===== config.mk =====
export PLATFORM = sky130hd
export DESIGN_NAME = ps2_mouse_packet_tracker_top
export DESIGN_NICKNAME = d
export VERILOG_FILES = /design/src/rtl/pmpt_pkg.sv /design/src/rtl/ps2_mouse_packet_tracker_top.sv
export VERILOG_INCLUDE_DIRS = /design/src /design/src/rtl
export SDC_FILE = /design/constraint.sdc
export NUM_CORES = 1
export LEC_CHECK = 0
export BUFFER_PORTS_ARGS = -buffer_cell sky130_fd_sc_hd__buf_2
export CAP_MARGIN = 20
export CORE_MARGIN = 8
export CORE_UTILIZATION = 50
export DETAILED_ROUTE_END_ITERATION = 12
export MAX_ROUTING_LAYER = met4
export PLACE_DENSITY = 0.65
export SETUP_SLACK_MARGIN = 0.02
export SYNTH_ARGS = -nofsm -noshare
export SYNTH_HDL_FRONTEND = slang
export SYNTH_SLANG_ARGS = --single-unit
export TNS_END_PERCENT = 100

===== constraint.sdc =====
create_clock -name clk -period 9.45 [get_ports clk]
set_input_delay 0.945 -clock clk [delete_from_list [all_inputs] [get_ports clk]]
set_output_delay 0.945 -clock clk [all_outputs]
set_load 0.005 [all_outputs]

===== src/rtl/ps2_mouse_packet_tracker_top_macros.svh =====
// Assertion macros for the PS/2 mouse packet tracker.
`ifndef PS2_MOUSE_PACKET_TRACKER_TOP_MACROS_SVH
`define PS2_MOUSE_PACKET_TRACKER_TOP_MACROS_SVH

`ifndef NO_ASSERTIONS
// Same-cycle implication, disabled during reset.
`define PMPT_ASSERT_IMP(lbl, ante, cons) \
  lbl: assert property (@(posedge clk) disable iff (!rst_n) (ante) |-> (cons)) \
    else $error("pmpt same-cycle check failed");
// Next-cycle implication, disabled during reset.
`define PMPT_ASSERT_NXT(lbl, ante, cons) \
  lbl: assert property (@(posedge clk) disable iff (!rst_n) (ante) |=> (cons)) \
    else $error("pmpt next-cycle check failed");
`else
`define PMPT_ASSERT_IMP(lbl, ante, cons)
`define PMPT_ASSERT_NXT(lbl, ante, cons)
`endif

`endif


===== src/rtl/pmpt_pkg.sv =====
// Shared constants and types for the PS/2 mouse packet tracker.
package pmpt_pkg;

  localparam int BYTE_W  = 8;
  localparam int COORD_W = 12;
  localparam int DELTA_W = 10;
  localparam int SUM_W   = 14;

  // Header bit positions
  localparam int SYNC_BIT = 3;
  localparam int X_SIGN   = 4;
  localparam int Y_SIGN   = 5;
  localparam int X_OVER   = 6;
  localparam int Y_OVER   = 7;

  localparam logic signed [DELTA_W-1:0] OVER_MAG = 10'sd255;
  localparam logic [COORD_W-1:0] X_MARGIN = 12'd8;
  localparam logic [COORD_W-1:0] Y_MARGIN = 12'd16;

  localparam logic [COORD_W-1:0] WIDTH_RESET  = 12'd640;
  localparam logic [COORD_W-1:0] HEIGHT_RESET = 12'd480;

  // Register indexes
  localparam logic REG_FRAME_WIDTH  = 1'b0;
  localparam logic REG_FRAME_HEIGHT = 1'b1;

  // Packet framing phases
  localparam logic [1:0] PH_FIRST  = 2'd0;
  localparam logic [1:0] PH_SECOND = 2'd1;
  localparam logic [1:0] PH_THIRD  = 2'd2;

  typedef struct packed {
    logic [COORD_W-1:0] cursor_y;
    logic [COORD_W-1:0] cursor_x;
  } result_t;

  // Signed movement of one axis: 9-bit value plus overflow magnitude
  function automatic logic signed [DELTA_W-1:0] axis_delta(
    input logic [BYTE_W-1:0] low_byte,
    input logic              neg,
    input logic              over
  );
    logic signed [DELTA_W-1:0] d;
    d = $signed({neg, neg, low_byte});
    if (over) begin
      d = neg ? (d - OVER_MAG) : (d + OVER_MAG);
    end
    return d;
  endfunction

  // Clamp a signed position to 0..extent-margin, limit saturating at zero
  function automatic logic [COORD_W-1:0] clamp_axis(
    input logic signed [SUM_W-1:0] v,
    input logic [COORD_W-1:0]      extent,
    input logic [COORD_W-1:0]      margin
  );
    logic [COORD_W-1:0] limit;
    limit = (extent >= margin) ? (extent - margin) : '0;
    if (v < 0) begin
      return '0;
    end else if (v > $signed({2'b00, limit})) begin
      return limit;
    end
    return v[COORD_W-1:0];
  endfunction

endpackage


===== src/rtl/ps2_mouse_packet_tracker_top.sv =====
// Top level of the PS/2 mouse packet tracker.
// Frames PS/2 mouse bytes into three-byte packets and tracks a clamped cursor.
// One byte is accepted per cycle while the output is not stalled: each request
// lands in an input register, then the framing phase and cursor update run in
// one pass of add and clamp logic, and the third byte of a packet writes the
// new position into the output register. A byte is taken as a packet header
// only if its bit 3 is set. The input register moves on whenever the output
// register is free or being drained, so a new byte can be accepted while a
// result waits. The user must write frame_width and frame_height through
// the cfg port only while the block is idle; the block does not enforce it.
`include "ps2_mouse_packet_tracker_top_macros.svh"

module ps2_mouse_packet_tracker_top (
  input  logic        clk,
  input  logic        rst_n,
  input  logic        in_tvalid,
  output logic        in_tready,
  input  logic [7:0]  in_tdata,   // [7:0] rx_byte
  output logic        out_tvalid,
  input  logic        out_tready,
  output logic [23:0] out_tdata,  // [11:0] cursor_x, [23:12] cursor_y
  input  logic        cfg_we,
  input  logic        cfg_index,
  input  logic [11:0] cfg_wdata
);

  logic [pmpt_pkg::COORD_W-1:0] frame_width_r, frame_height_r;

  logic                        in_valid_r;
  logic [pmpt_pkg::BYTE_W-1:0] in_byte_r;

  logic [1:0]                   phase_r, phase_nxt;
  logic [pmpt_pkg::BYTE_W-1:0]  header_r, header_nxt;
  logic [pmpt_pkg::BYTE_W-1:0]  x_move_r, x_move_nxt;
  logic [pmpt_pkg::COORD_W-1:0] pos_x_r, pos_x_nxt;
  logic [pmpt_pkg::COORD_W-1:0] pos_y_r, pos_y_nxt;

  logic                 out_valid_r;
  pmpt_pkg::result_t    out_data_r;

  logic                              has_result;
  logic                              advance;
  logic signed [pmpt_pkg::DELTA_W-1:0] dx, dy;
  logic signed [pmpt_pkg::SUM_W-1:0]   nx, ny;

  // Configuration registers
  always_ff @(posedge clk) begin
    if (!rst_n) begin
      frame_width_r  <= pmpt_pkg::WIDTH_RESET;
      frame_height_r <= pmpt_pkg::HEIGHT_RESET;
    end else if (cfg_we) begin
      case (cfg_index)
        pmpt_pkg::REG_FRAME_WIDTH:  frame_width_r  <= cfg_wdata;
        pmpt_pkg::REG_FRAME_HEIGHT: frame_height_r <= cfg_wdata;
        default: ;
      endcase
    end
  end

  // Advance the held byte unless its result would overwrite a waiting one
  assign has_result = in_valid_r && (phase_r == pmpt_pkg::PH_THIRD);
  assign advance    = in_valid_r && (!has_result || !out_valid_r || out_tready);
  assign in_tready  = !in_valid_r || advance;

  // Capture input requests
  always_ff @(posedge clk) begin
    if (!rst_n) begin
      in_valid_r <= 1'b0;
    end else if (in_tready) begin
      in_valid_r <= in_tvalid;
    end
  end

  always_ff @(posedge clk) begin
    if (in_tready && in_tvalid) begin
      in_byte_r <= in_tdata;
    end
  end

  // Decode movement and clamp the new position
  always_comb begin
    dx = pmpt_pkg::axis_delta(x_move_r, header_r[pmpt_pkg::X_SIGN],
                              header_r[pmpt_pkg::X_OVER]);
    dy = pmpt_pkg::axis_delta(in_byte_r, header_r[pmpt_pkg::Y_SIGN],
                              header_r[pmpt_pkg::Y_OVER]);
    nx = $signed({2'b00, pos_x_r}) + pmpt_pkg::SUM_W'(dx);
    ny = $signed({2'b00, pos_y_r}) - pmpt_pkg::SUM_W'(dy);
  end

  // Framing phase and cursor next state
  always_comb begin
    phase_nxt  = phase_r;
    header_nxt = header_r;
    x_move_nxt = x_move_r;
    pos_x_nxt  = pos_x_r;
    pos_y_nxt  = pos_y_r;
    case (phase_r)
      pmpt_pkg::PH_SECOND: begin
        x_move_nxt = in_byte_r;
        phase_nxt  = pmpt_pkg::PH_THIRD;
      end
      pmpt_pkg::PH_THIRD: begin
        phase_nxt = pmpt_pkg::PH_FIRST;
        pos_x_nxt = pmpt_pkg::clamp_axis(nx, frame_width_r, pmpt_pkg::X_MARGIN);
        pos_y_nxt = pmpt_pkg::clamp_axis(ny, frame_height_r, pmpt_pkg::Y_MARGIN);
      end
      default: begin
        // Drop bytes without the sync bit
        if (in_byte_r[pmpt_pkg::SYNC_BIT]) begin
          header_nxt = in_byte_r;
          phase_nxt  = pmpt_pkg::PH_SECOND;
        end else begin
          phase_nxt  = pmpt_pkg::PH_FIRST;
        end
      end
    endcase
  end

  always_ff @(posedge clk) begin
    if (!rst_n) begin
      phase_r  <= pmpt_pkg::PH_FIRST;
      header_r <= '0;
      x_move_r <= '0;
      pos_x_r  <= '0;
      pos_y_r  <= '0;
    end else if (advance) begin
      phase_r  <= phase_nxt;
      header_r <= header_nxt;
      x_move_r <= x_move_nxt;
      pos_x_r  <= pos_x_nxt;
      pos_y_r  <= pos_y_nxt;
    end
  end

  // Output register: load on a completed packet, clear when drained
  always_ff @(posedge clk) begin
    if (!rst_n) begin
      out_valid_r <= 1'b0;
    end else if (advance && has_result) begin
      out_valid_r <= 1'b1;
    end else if (out_tready) begin
      out_valid_r <= 1'b0;
    end
  end

  always_ff @(posedge clk) begin
    if (advance && has_result) begin
      out_data_r.cursor_x <= pos_x_nxt;
      out_data_r.cursor_y <= pos_y_nxt;
    end
  end

  assign out_tvalid = out_valid_r;
  assign out_tdata  = out_data_r;

  // Checks
  `PMPT_ASSERT_NXT(a_third_byte_emits, advance && has_result, out_valid_r)
  `PMPT_ASSERT_IMP(a_out_matches_pos, out_valid_r && !in_valid_r,
                   out_data_r.cursor_x == pos_x_r && out_data_r.cursor_y == pos_y_r)
  `PMPT_ASSERT_NXT(a_stall_holds_pos, out_valid_r && !out_tready,
                   $stable(pos_x_r) && $stable(pos_y_r))

endmodule

# Yosys cells after proc, flatten, opt, wreduce, memory -nomap -nowiden
# Cells that the tools add are included.
# W data, S select, Z words.
# totals
ff_bits	100
latchBits	0
mem_bits_rw	0
rom_bits	0
in_bits	26
out_inout_bits	26
elab_cells	70
n_memories	0
# op_classes
addsub	8
mul	0
div	0
n_lt_le_gt_ge	6
n_eq_ne	2
n_shift	0
n_mux	24
bitwise_logic	2
reduce_logical	16
# op_table
op	count
$mux W12	10
$mux W10	4
$gt A14 B13 Y1	2
$lt A14 B1 Y1 const B	2
$add A9 B9 Y10 const B	2
$sub A9 B9 Y10 const B	2
$add A13 B10 Y14	1
$sub A13 B10 Y14	1
$ge A12 B4 Y1 const B	1
$ge A12 B5 Y1 const B	1
$sub A12 B4 Y12 const B	1
$sub A12 B5 Y12 const B	1
$mux W1	9
$reduce_and A2 Y1	3
$logic_and A1 B1 Y1	4
$pmux W2 S2	1
$logic_not A1 Y1	3
$logic_or A1 B1 Y1	3
$reduce_and A3 Y1	1
$eq A2 B1 Y1 const B	1
$eq A2 B2 Y1 const B	1
$not A1 Y1	2
$reduce_bool A2 Y1	1
$reduce_or A2 Y1	1

# Depth between registers and ports, before layout
# Gate-level depths: netlist of run 1.
# depth
depth_word	10
ltp_mapped	29
depth_no_buf	27

# Least setup slack after synthesis of run 1
# No wires, ideal clock.
# synth_timing
path_type	register -> register
from	register header_r[4] in the netlist's numbering
to	register out_data_r, in the netlist out_tdata[2] (data pin)
setup_ps	270
t_arrival_ps	5365
t_required_ps	9180
setup_slack_ps	3814
stages_incl_launch_ff	29
path_buffers	2
synth_period_minus_slack_ps	5636
cell_sequence	dfxtp_1 > clkbuf_1 > inv_1 > ha_1 > a21o_1 > a21oi_1 > o21bai_1 > a21oi_1 > o21bai_1 > a21oi_1 > xnor2_1 > mux2_2 > ha_1 > nand3_1 > nor4_1 > nor2_1 > a21oi_1 > xnor2_1 > ha_1 > nand4_1 > nor3_1 > nand2_1 > nor4_1 > a2111oi_4 > o31ai_2 > o21ba_1 > buf_6 > mux2i_1 > a21oi_1
# synth_via
elab_chain_cells	10
elab_cells_between_ends	13
classes_between	add/sub (3); order compare (2); mux (8)
# synth_rtl
item	line_no	rtl
from (decl)	ps2_mouse_packet_tracker_top.sv:33	logic [pmpt_pkg::BYTE_W-1:0] header_r, header_nxt;
from (signal assigned)	ps2_mouse_packet_tracker_top.sv:128	header_r <= header_nxt;
$add A9 B9 Y10 / $sub A9 B9 Y10 (equally long branches)	pmpt_pkg.sv:46	d = neg ? (d - OVER_MAG) : (d + OVER_MAG);
$mux W10	pmpt_pkg.sv:46	
$mux W10 (*)	pmpt_pkg.sv:45	if (over) begin
$add A13 B10 Y14 (*)	ps2_mouse_packet_tracker_top.sv:86	nx = $signed({2'b00, pos_x_r}) + pmpt_pkg::SUM_W'(dx);
$gt A14 B13 Y1	pmpt_pkg.sv:61	end else if (v > $signed({2'b00, limit})) begin
$mux W1	pmpt_pkg.sv:61	
$mux W1	pmpt_pkg.sv:59	if (v < 0) begin
$mux W1	ps2_mouse_packet_tracker_top.sv:97	case (phase_r)
$mux W12 (*)	pmpt_pkg.sv:64	return v[COORD_W-1:0];
$mux W12 (*)	ps2_mouse_packet_tracker_top.sv:97	
via pos_x_nxt, one bit	ps2_mouse_packet_tracker_top.sv:35	logic [pmpt_pkg::COORD_W-1:0] pos_x_r, pos_x_nxt;
to (decl)	ps2_mouse_packet_tracker_top.sv:39	pmpt_pkg::result_t out_data_r;
# Mark *: on every way through the listed nets, which the timed path passes. The rest lies on a longest branch. The select of a mux whose other input is x is not followed.
# A chain may end at the register's enable or synchronous reset.

# Final worst setup path of run 1
# Same ends and word-level chain as after synthesis.

==> impl_metrics.toml, run 1 <==
[critical_path]
worstPathArrival_ps = 6660
worst_setup_path_end_kind = "flip-flop"
crit_required_ps = 9500
cp-start-kind = "flip-flop"
r2r_cells = 27
worst-r2r-setup-slack_ps = 2840
cp_max_fo = 12
critical_path_class = "reg -> reg"

[power_and_ir_drop]
seqPwrFrac_pct = 42.5
switching_share_pct = 27.0
vdd_drop_max_v = 0.0000865
p_leak_nw = 3.26
intPower_w = 0.000773
power.total_w = 0.00106
powerDensity_nw_per_um2 = 138
pwr-share-clk_pct = 39.9
p_switching_w = 0.000287
combPwrFrac_pct = 17.6

[timing]
finalClockSkew_ps = 6.21
setup-violations-final = 0
slew_headroom_pct = 30.4
rsz0062_at_grt = "no"
max_freq_ghz = 0.151
hold_viol = 0
finalCriticalPeriod_ps = 6610
worst_slack_ps = 2840
worstMarginPinSlew_ps = 1040
final.setup.tns_ps = 0
fin_crit_sh_pct = 69.9
drv_slew = 0

[logic_synthesis]
yosysWarnings = 0
synth_nets = 902
synth.yosys.seq_area_share_pct = 32.1
netlist_area_um2 = 6990
synth_top_area_share_pct = 18.3
synth_edf_count = 32
syn_avg_cell_area_um2 = 8.70
synth_top_area_cell = "dfxtp_1"
synth_most_common_cell = "nand2_1"
synth_ff_type = "dfxtp_1"
ys_seq_elements = 96
synthArstFlopShare_pct = 0
synth.area.top_cells = "dfxtp_1 (18%), edfxtp_1 (14%), ha_1 (12%)"
postSynthCellCount = 803
ys_types = 68
ys_top_cells_by_count = "nand2_1 (88), a21oi_1 (71), ha_1 (69), dfxtp_1 (64), nor2_1 (60)"

[global_route]
gr-total-overflow = 0
antenna_found_initial = 0
grt_pass1_vias = 5705
grt_usage_pct = 20.1
grt_max_degree = 73
grt_pass1_wl_mm = 28.5

[route]
dr.pass1.iters = 5
remaining_drc_errors = 0
post_drt_wl_per_cell_um = 17.2
drt_iter0_drc = 354
drtAntennaViolNets = 0
routed_wirelength_mm = 17.5
vias = 5877
drt-vias-per-instance = 5.77

[floorplanning]
core_um2 = 13800
die_h_um = 134
num_io_pins = 52
start_util_pct = 50.7
die_w_um = 134
dieArea_um2 = 18000
num_rows = 43

[outcome]
status = "finished clean"

[place]
dp_hpwl_mm = 13.2
globalplace.congestion = 0.870
io_buffer_count = 51
place_ws_ps = 2930
placed_area_um2 = 7340

[worst_hold_path]
hp-class = "reg -> reg"
worstHoldPathCells = 2

[cts]
insertion_delay_ps = 340
clk_pin_slew_worst_paths_ps = 70
clockBufferDepth = 2
cts_hold_buf = 0
clock-sinks = 96
htreeDepth = 3
cts_buffers = 9
cts_resized = 0
cts_root_buf = "clkbuf_16"
cts_tree = "done"
post_cts_buffers = 0

[final_layout]
final_nets = 933
antennaDiodeCount = 0
syn_to_final_growth_pct = 10.2
drive_gt1_share_pct = 11.0
utilization_pct = 55.9
final_area_um2 = 7700

[job]
cap_violations = 0
[metal layers]
layer,routed length [um],GRT usage (%),part of all wire [%]
met1,8830,26.9,51
met2,7510,30.1,43
met5,0,-,0
met4,334,6.36,1.9
met3,805,3.70,4.6
[metrics by stage]
step / instances / hold slack [ps]
final: 1019 / 471
after global routing: 1019 / 503
after floorplan: 803 / 439
after detailed placement: 1002 / 469
after CTS: 1018 / 479
after global placement: 1002 / 457
[power groups by stage]
stage / registers [W] / clock network (W) / logic [W]
after CTS: 0.000451 / 0.000430 / 0.000185
after floorplan: 0.000454 / 0 / 0.000144
final: 0.000451 / 0.000423 / 0.000187
after global placement: 0.000460 / 0 / 0.000179
after global routing: 0.000453 / 0.000448 / 0.000210
after detailed placement: 0.000460 / 0 / 0.000184
[cell families after synthesis]
logic type	count (synthesis)	synth area share (%)
AND/OR/NAND/NOR	251	17.4
AO/OA/AOI/OAI	234	22.1
buffers and inverters	69	4.08
flip-flops	96	32.1
XOR/XNOR	41	5.14
adder cells (fa/ha/maj)	73	13.5
multiplexers	39	5.69
[flip-flops by register name, summed over array words and instances (netlist names)]
register        cells
in_byte_r           8
frame_width_r      12
frame_height_r     12
out_tdata          24
pos_x_r            12
pos_y_r            12
out_tvalid          1
phase_r             2
header_r            4
in_valid_r          1
x_move_r            8
[final cells by class]
class | instances | area [um2]
Timing Repair Buffer | 53 | 283
Clock inverter | 7 | 119
Multi-Input combinational cell | 638 | 4470
Tap cell | 180 | 225
Sequential cell | 96 | 2240
Clock buffer | 9 | 225
Inverter | 36 | 135
Fill cell | 1319 | 6070
[worst paths after layout]
check,startpoint,endpoint
worst max-delay path,header_r[4]$_SDFFE_PN0P_,out_tdata[2]$_DFFE_PP_
worst min register to register,frame_width_r[1]$_SDFFE_PN0P_,frame_width_r[1]$_SDFFE_PN0P_
worst min-delay path,frame_width_r[1]$_SDFFE_PN0P_,frame_width_r[1]$_SDFFE_PN0P_
worst max register to register,header_r[4]$_SDFFE_PN0P_,out_tdata[2]$_DFFE_PP_
[cells in the final DEF (no fill, tap or decap), types with 11 or more instances in the layout]
master,n
xor2_1,15
mux2i_1,33
a21o_1,11
xnor2_1,26
nor3_1,14
nor2_1,59
buf_2,51
nor2b_1,23
inv_1,36
o21ai_0,46
a21boi_0,23
ha_1,68
a21oi_1,71
edfxtp_1,32
dfxtp_1,64
a31oi_1,17
nand2_1,88
nand3_1,15
[critical path, stage by stage, from the launching register on]
cell and delay (ps):
dfxtp_1 580, inv_1 280, fa_1 470, a21oi_1 170, o21bai_1 120, a21oi_1 180, nor2_1 50, nor2_1 160
nor2b_1 70, o21a_1 160, o21ai_0 120, o21ai_0 140, ha_1 400, nand3_1 120, nor4_1 290, nor2_1 130
a21oi_1 310, xnor2_1 150, ha_1 340, nand4_1 120, nor3_1 260, nand2_1 80, nor4_1 390, a2111oi_4 110
o31ai_2 110, o21ba_1 560, mux2i_1 340, a21oi_1 100
Power figures use the tool's default switching activity.
==> inputs of run 2 (changes only) <==
- clock period: 9.45 -> 6.5 ns (I/O delays scaled with it)
==> impl_metrics.toml, run 2 (synthesized netlist as in run 1, its figures left out) <==
[cts]
insertion_delay_ps = 360
cts_resized = 0
post_cts_buffers = 0
clockBufferDepth = 2
clock-sinks = 96
clk_pin_slew_worst_paths_ps = 80
htreeDepth = 3
cts_hold_buf = 0
cts_buffers = 9
cts_tree = "done"
cts_root_buf = "clkbuf_16"

[final_layout]
drive_gt1_share_pct = 11.6
syn_to_final_growth_pct = 9.67
final_nets = 936
layout_commonest_cell = "nand2_1"
fillers = 1266
largest_register_ffs = 24
antennaDiodeCount = 0
layout_common_cells = "nand2_1 (88), a21oi_1 (70), ha_1 (68)"
final_area_um2 = 7660

[floorplanning]
dieArea_um2 = 18000
num_rows = 43
die_w_um = 134
die_h_um = 134
core_um2 = 13800
num_io_pins = 52
start_util_pct = 50.7

[critical_path]
crit_required_ps = 6560
cp-start-kind = "flip-flop"
worstPathArrival_ps = 6010
critical_path_class = "reg -> reg"
cp_max_fo = 9
worst_setup_path_end_kind = "flip-flop"

[timing]
max_freq_ghz = 0.168
fin_crit_sh_pct = 91.5
hold_viol = 0
worst_slack_ps = 552
drv_slew = 0
finalCriticalPeriod_ps = 5950
worstMarginPinSlew_ps = 1080
rsz0062_at_grt = "no"
setup-violations-final = 0
slew_headroom_pct = 28.0
final.setup.tns_ps = 0
finalClockSkew_ps = 7.72

[route]
vias = 5895
remaining_drc_errors = 0
drt_iter0_drc = 355
drtAntennaViolNets = 0
post_drt_wl_per_cell_um = 16.9
drt-vias-per-instance = 5.77
dr.pass1.iters = 5
routed_wirelength_mm = 17.3

[place]
io_buffer_count = 51
placed_area_um2 = 7370
globalplace.congestion = 0.926
place_ws_ps = 380
dp_hpwl_mm = 13.2

[global_route]
grt_pass1_vias = 5685
grt_pass1_wl_mm = 28.0
grt_usage_pct = 19.8
grt_max_degree = 73
antenna_found_initial = 0
gr-total-overflow = 0

[power_and_ir_drop]
powerDensity_nw_per_um2 = 189
power.total_w = 0.00145
p_leak_nw = 3.24
vdd_drop_max_v = 0.000202

[job]
cap_violations = 0

[outcome]
status = "finished clean"

[worst_hold_path]
hp-class = "in -> reg"
## run 2: cell count changes in the layout (fill, tap and decap cells not counted)
cell / delta
buf_4: +4
bufinv_16: -3
inv_6: +2
a21oi_1: -1
a21oi_2: +1
buf_12: -1
clkinv_1: -1
clkinv_4: +1
inv_8: +1
nor4_1: -1
nor4_2: +1
## run 2: power by group
part / internal (W) / switching, W / leakage [nW]
Clock: 0.000268 / 0.000256 / 0.139
Combinational: 0.000115 / 0.000159 / 2.28
Sequential: 0.000633 / 0.0000207 / 0.820
Total: 0.00102 / 0.000436 / 3.24
## run 2: stage by stage
step           util, %  hold slack [ps]  instances
2_1_floorplan        -              439        803
3_3_place_gp      53.5              458       1006
3_5_place_dp      53.5              462       1006
4_1_cts           55.6              455       1022
5_1_grt           55.7              453       1022
6_report          55.7              470       1022
## run 2: metal layers
layer  GRT usage, %  part of all wire [%]  wire (um)
met5              -                     0          0
met3           3.70                   4.3        736
met2           29.9                    44       7640
met1           26.2                    50       8630
met4           6.05                   1.5        255
## run 2: layout make-up
class                   instances  area [um2]  area share [%]
inverters                      36         135            1.76
clock buffers                   9         225            2.94
multi-input cells             638        4480            58.5
clock inverters                 7        62.6           0.816
well taps                     180         225            2.94
repair buffers                 56         293            3.82
flip-flops and latches         96        2240            29.3
## run 2: path summary, 6_finish.rpt
check | startpoint | endpoint | slack [ps] | cells after the start
setup / recovery | header_r[4]$_SDFFE_PN0P_ | out_tdata[6]$_DFFE_PP_ | 550 | 27
hold / removal | in_tdata[5] | in_byte_r[5]$_DFFE_PP_ | 470 | 1
setup reg to reg | header_r[4]$_SDFFE_PN0P_ | out_tdata[6]$_DFFE_PP_ | 550 | 27
hold reg to reg | frame_width_r[0]$_SDFFE_PN0P_ | frame_width_r[0]$_SDFFE_PN0P_ | 480 | 2
## run 2: worst max-delay path, cell delays in order (launching register included)
cell	delay, ps
dfxtp_1	310
inv_1	250
ha_1	290
a21o_1	170
a21oi_1	220
o21bai_1	100
a21oi_1	230
o21bai_1	90
a21oi_1	170
xnor2_1	80
mux2_2	280
ha_1	370
nand3_1	120
nor4_1	300
nor2_1	160
a21oi_2	260
xnor2_1	120
ha_1	320
nand4_1	100
nor3_1	250
nand2_1	100
nor4_2	240
a2111oi_4	100
o31ai_2	100
o21ba_1	320
buf_4	230
mux2i_1	270
a21oi_1	110
==> inputs of run 3 (changes only) <==
- ABC_AREA: not set -> 1
==> impl_metrics.toml, run 3 <==
[logic_synthesis]
synth_most_common_cell = "nand2_1"
synth.yosys.seq_area_share_pct = 29.6
ys_types = 51
synth_ff_type = "dfxtp_1"
synth.area.top_cells = "dfxtp_1 (17%), edfxtp_1 (13%), nand2_1 (12%)"
yosysWarnings = 0
netlist_area_um2 = 7580
ys_seq_elements = 96
synth_nets = 1159
synthArstFlopShare_pct = 0
ys_top_cells_by_count = "nand2_1 (244), inv_1 (162), nor2_1 (121), ha_1 (69), nand3_1 (68)"
postSynthCellCount = 1060
synth_top_area_share_pct = 16.9
synth_top_area_cell = "dfxtp_1"
synth_edf_count = 32
syn_avg_cell_area_um2 = 7.15

[power_and_ir_drop]
intPower_w = 0.00111
p_switching_w = 0.000611
combPwrFrac_pct = 31.5
switching_share_pct = 35.4
powerDensity_nw_per_um2 = 212
vdd_drop_max_v = 0.000129
pwr-share-clk_pct = 29.6
p_leak_nw = 4.18
seqPwrFrac_pct = 38.9

[route]
dr.pass1.iters = 5
drt-vias-per-instance = 5.06
routed_wirelength_mm = 18.3
post_drt_wl_per_cell_um = 14.2
remaining_drc_errors = 0
vias = 6526
drt_iter0_drc = 331
drtAntennaViolNets = 0

[timing]
hold_viol = 0
max_freq_ghz = 0.180
worst_slack_ps = 937
rsz0062_at_grt = "no"
finalClockSkew_ps = 9.91
fin_crit_sh_pct = 85.6
final.setup.tns_ps = 0
drv_slew = 0
slew_headroom_pct = 36.9
setup-violations-final = 0
finalCriticalPeriod_ps = 5560
worstMarginPinSlew_ps = 945

[final_layout]
layout_commonest_cell = "nand2_1"
drive_gt1_share_pct = 14.0
layout_common_cells = "nand2_1 (244), inv_1 (162), nor2_1 (120)"
utilization_pct = 54.4
final_nets = 1196
syn_to_final_growth_pct = 7.50
largest_register_ffs = 24
antennaDiodeCount = 0
fillers = 1474

[floorplanning]
num_io_pins = 52
core_um2 = 15000
num_rows = 45
dieArea_um2 = 19300
die_w_um = 139
start_util_pct = 50.6
die_h_um = 139

[cts]
clock-sinks = 96
cts_buffers = 9
cts_tree = "done"
post_cts_buffers = 0
clockBufferDepth = 2
cts_resized = 0
cts_root_buf = "clkbuf_16"
cts_hold_buf = 0
insertion_delay_ps = 360
htreeDepth = 3
clk_pin_slew_worst_paths_ps = 60

[global_route]
use_met3_pct = 2.65
gr-total-overflow = 0
grt_usage_pct = 20.0
grt_max_degree = 34
grt_pass1_vias = 6391
antenna_found_initial = 0
top_usage_layer = "met2"
grtUsageMet1_pct = 23.0
grt_use_met2_pct = 34.9
grt_pass1_wl_mm = 30.6

[critical_path]
slowest_stage = "dfxtp_1"
worst_setup_path_end_kind = "flip-flop"
worstPathArrival_ps = 5870
cp_slowest_stage_delay_ps = 430
crit_top_cell = "nand2_1"
cp_max_fo = 14
cp-start-kind = "flip-flop"
crit_required_ps = 6800
r2r_cells = 35
critical_path_class = "reg -> reg"

[worst_hold_path]
hp-class = "in -> reg"
worstHoldPathCells = 1

[place]
dp_hpwl_mm = 14.1
place_ws_ps = 1010
io_buffer_count = 51
globalplace.congestion = 0.890

[outcome]
status = "finished clean"

[job]
cap_violations = 0
## run 3: changes by cell type in the layout (fill, tap and decap cells not counted), sizes merged, moves of 18 or more
cell,before,now
nand2,88,266
inv,40,169
nand3,15,103
a21boi,23,1
nor2,60,127
nor2b,23,1
xnor2,26,8
mux2i,33,2
## run 3: through the flow
step | total power (W) | instance area [um2] | cells | hold slack [ps]
6_report | 0.00173 | 8140 | 1290 | 468
5_1_grt | 0.00185 | 8140 | 1290 | 452
4_1_cts | 0.00174 | 8140 | 1290 | 455
3_5_place_dp | 0.00123 | 7870 | 1274 | 456
3_3_place_gp | 0.00122 | 7870 | 1274 | 456
2_1_floorplan | 0.00113 | 7580 | 1060 | 430
## run 3: power groups by stage
| stage | registers [W] | logic (W) | clock network [W] |
|---|---|---|---|
| floorplan | 0.000675 | 0.000458 | 0 |
| global placement | 0.000684 | 0.000536 | 0 |
| detailed placement | 0.000684 | 0.000542 | 0 |
| CTS | 0.000671 | 0.000547 | 0.000525 |
| global route | 0.000675 | 0.000629 | 0.000545 |
| finish | 0.000671 | 0.000544 | 0.000511 |
## run 3: critical path, delay by kind of cell (launching register included)
kind	cells	cell delay [ps]
AO/OA/AOI/OAI	4	710
XOR/XNOR	2	290
adder cells (fa/ha/maj)	3	1050
buffers and inverters	5	510
flip-flops	1	430
multiplexers	1	200
AND/OR/NAND/NOR	20	2300
## run 3: logic make-up after synthesis
group                    after synthesis  synth area share [%]
flip-flops                            96                  29.6
XOR/XNOR                              29                  3.55
buffers and inverters                201                  11.6
AO/OA/AOI/OAI                        143                  10.8
multiplexers                           2                 0.264
AND/OR/NAND/NOR                      516                  31.8
adder cells (fa/ha/maj)               73                  12.5
## run 3: worst paths after layout
path,start,end,slack [ps]
max,header_r[5]$_SDFFE_PN0P_,pos_y_r[1]$_SDFFE_PN0P_,940
min,in_tdata[6],in_byte_r[6]$_DFFE_PP_,470
max reg2reg,header_r[5]$_SDFFE_PN0P_,pos_y_r[1]$_SDFFE_PN0P_,940
min reg2reg,x_move_r[4]$_SDFFE_PN0P_,x_move_r[4]$_SDFFE_PN0P_,480
## run 3: layout make-up
class / count / area (um2) / share of cell area (%)
multi-input combinational: 763 / 4460 / 54.7
sequential: 96 / 2240 / 27.5
inverter: 172 / 646 / 7.93
timing repair buffer: 55 / 285 / 3.50
clock buffer: 13 / 260 / 3.20
tap: 188 / 235 / 2.89
clock inverter: 3 / 17.5 / 0.215
## run 3: layer usage
layer  part of all wire (%)  wire length (um)
met5                      0                 0
met4                    2.1               388
met3                    2.4               440
met2                     50              9110
met1                     46              8360
